`src/spq_ram.sv`:
```
// Generic single-port-write, single-port-read RAM with a registered read.
// No dependencies.
module spq_ram #(
  parameter int WIDTH = 8,
  parameter int DEPTH = 2
) (
  input  logic                                   clk,
  input  logic                                   we,
  input  logic [(DEPTH > 1 ? $clog2(DEPTH) : 1)-1:0] waddr,
  input  logic [WIDTH-1:0]                       wdata,
  input  logic                                   re,
  input  logic [(DEPTH > 1 ? $clog2(DEPTH) : 1)-1:0] raddr,
  output logic [WIDTH-1:0]                       rdata
);

  logic [WIDTH-1:0] mem [DEPTH];

  always_ff @(posedge clk) begin
    if (we) begin
      mem[waddr] <= wdata;
    end
    if (re) begin
      rdata <= mem[raddr];
    end
  end

endmodule

```
`config.mk`:
```
export PLATFORM = sky130hd
export DESIGN_NAME = spq_ram
export DESIGN_NICKNAME = d
export VERILOG_FILES = /design/src/spq_ram.sv
export SDC_FILE = /design/constraint.sdc
export NUM_CORES = 1
export LEC_CHECK = 0
export BUFFER_PORTS_ARGS = -buffer_cell sky130_fd_sc_hd__clkbuf_2
export CAP_MARGIN = 15
export CORE_UTILIZATION = 53
export DETAILED_ROUTE_END_ITERATION = 12
export PLACE_DENSITY = 0.79
export SYNTH_ARGS = -nofsm -noshare
export SYNTH_HDL_FRONTEND = slang
export SYNTH_SLANG_ARGS = --single-unit
```
`constraint.sdc`:
```
create_clock -name clk -period 2.5 [get_ports clk]
set_input_delay 0.25 -clock clk [delete_from_list [all_inputs] [get_ports clk]]
set_output_delay 0.25 -clock clk [all_outputs]
set_load 0.01 [all_outputs]
```
==> summary.md <==
| Metric | Value |
|---|---|
| Final Cycle Share | 0.426 |
| Post-route ant nets | 0 |
| XOR/XNOR Fraction of Synth Area | 0 |
| Hold endpoint | mem[0][6] |
| # hold bufs at CTS | 0 |
| Clk_skew | 0.00290 ns |
| Worst r2r src | mem[1][1] |
| Place WS | 1.23 ns |
| Number of synthesized flops with an enable pin | 24 |
| Final worst-path setup slack | 1.44 ns |
| Vias | 388 |
| Hold Crit Class | input pin to flop |
| Worst R2R Path Depth | 1 |
| Post-synth top area cell | edfxtp_1 |
| Final Hold Viols | 0 |
| IO buf count | 20 |
| Worst vdd ir | 0.359 mV |
| GPL Wtd Cong | 0.626 |
| Max Root-Sink Buffers | 2 |
| Synth top area cells | edfxtp_1 83%, mux2_4 14%, buf_6 1.3%, and2_1 0.72%, nor2b_1 0.72% |
| Routed WL per cell | 13.6 microns |
| Ys flop type | edfxtp_1 |
| Setup violations, final | 0 |
| Die area | 1800 sq um |
| Fill count | 113 |
| Placed inst area | 973 sq um |
| CTS buffer count | 3 |
| Largest family of logic cells by synthesized area | multiplexers |
| Initial Util | 0.574 |
| Total track usage | 0.128 |
| Power Density | 696 nW/um^2 |
| Crit path cell chain | clkbuf_2 |
| Post-synth ARST share | 0 |
| WL final | 994 microns |
| First-pass GRT wire length | 1550 microns |
| Compound-gate portion of the synthesized area | 0 |
| Leak pwr | 0.396 nW |
| F_max | 940 MHz |
| Status | finished clean |
| CTS sink count | 24 |
| Period minus WS final | 1.06 ns |
| Cell count after synthesis | 35 |
| Root buffer cell | clkbuf_4 |
| Mux contribution to synthesized area | 0.139 |
| Vias/cell | 5.32 |
| Type of the worst setup path | flop to primary output |
| Max stage delay on crit path | 0.38 ns |
| Worst path required time | 2.25 ns |
| Crit. Startpoint | rdata[5] |
| Most frequent cell after synthesis | edfxtp_1 |
| Worst Hold Launch | wdata[6] |
| Die Width | 42.4 microns |
| CP top delay family | flip-flops |
| Largest net degree at the start of global routing | 13 |
| Flops & latches, synth | 24 |
| Final setup TNS | 0 ns |
| Synthesized area | 865 sq um |
| Iter 0 DRT Violations | 5 |
| Post-synth top area share | 0.834 |
| Row cnt | 14 |
| H-tree lvl count | 1 |
| Hold Path Depth | 1 |
| Synth Area in Adders | 0 |
| Cell variety after synth | 5 |
| Ports | 21 |
| N_diodes | 0 |
| Worst slew margin | 0.558 |
| Synthesized Nets | 48 |
| CTS resizes | 0 |
| Worst R2R Setup Slack | 1.60 ns |
| WP data arrival | 0.81 ns |
| CTS tree | yes |
| Drt first pass iters | 2 |
| Setup Buffers After CTS | 0 |
| Initial antenna violation count | 0 |
| Slowest CP cell | edfxtp_1 |
| Buf/Inv on CP | 1 |
| Final nets | 72 |
| Total grt overflow | 0 |
| Sequential share of the synthesized area | 0.834 |
| Worst-path clk slew | 0.11 ns |
| CP Max Fanout | 1 |
| Chip Height | 42.4 microns |
| CP Launch Type | flop |
| Design Area, Final | 996 sq um |
| RSZ-0062 raised after global routing | false |
| Post-Synth Simple-Gate Area | 0.0145 |
| Reg-to-reg endpoint | rdata[1] |
| Layout cell share with drive strength beyond 1 | 0.544 |
| Core box area | 1510 sq um |
| Clock Latency Late Sink | 0.30 ns |
| Synthesis-to-layout area growth | 15.2% |
| Slew @ Worst Pin | 0.661 ns |
| Crit. End Element | primary output |
| Vias in the first global route | 362 |
| Slew Viols, Final | 0 |
| Yosys warns | 0 |
| Number of remaining DRC errors | 0 |
| Max Cap Viol | 0 |
| Mapped Avg Cell Area | 24.7 sq um |
| Synth cell count leaders | 24 x edfxtp_1, 8 x mux2_4, 1 x and2_1, 1 x buf_6, 1 x nor2b_1 |
## cells by family (layout without fill, tap and decap cells)
group / after synthesis / in the layout
mux: 8 / 8
buf+inv: 1 / 23
flops: 24 / 24
simple gates: 2 / 2
## flip-flops by register name, summed over array words and instances, names as in the netlist
signal  flops
rdata       8
mem        16
## how the worst max path moves through the flow
stage	cells after the start	to	slack, ns
after floorplan	1	mem[0][0]	1.46
after global placement	2	mem[0][0]	1.29
after detailed placement	2	mem[0][0]	1.23
after CTS	1	rdata[4]	1.42
after global routing	1	rdata[7]	1.39
final	1	rdata[5]	1.44
## layout by cell type (no fill, tap or decap)
cell type	count
nor2b_1	1
edfxtp_1	24
clkbuf_4	3
and2_1	1
clkbuf_2	20
mux2_4	8
## layout make-up
cell class	count	area [sq um]	area share
sequential	24	721	0.724
tap	16	20.0	0.0201
timing repair buffer	20	100	0.101
clock buffer	3	22.5	0.0226
multi-input combinational	10	133	0.133
## metrics by stage
step / util / hold WS, ns / instances / power (W)
2_1_floorplan: - / 0.349 / 35 / 0.000523
3_3_place_gp: 0.646 / 0.443 / 70 / 0.000544
3_5_place_dp: 0.646 / 0.448 / 70 / 0.000548
4_1_cts: 0.661 / 0.127 / 73 / 0.000701
5_1_grt: 0.661 / 0.104 / 73 / 0.000725
6_report: 0.661 / 0.131 / 73 / 0.000694
## routing by layer
metal	global-route usage	vias to the layer above	wire [microns]
li1	-	185	-
met1	0.139	181	370
met2	0.206	18	527
met3	0.0431	4	63
met4	0.0938	0	32
met5	0	-	0
## power by group
part	switching, W	internal (W)
registers	0.00000653	0.000475
clock network	0.000101	0.0000563
logic	0.0000247	0.0000305
total	0.000132	0.000561
Note: power is estimated with default switching activity, not from simulation.
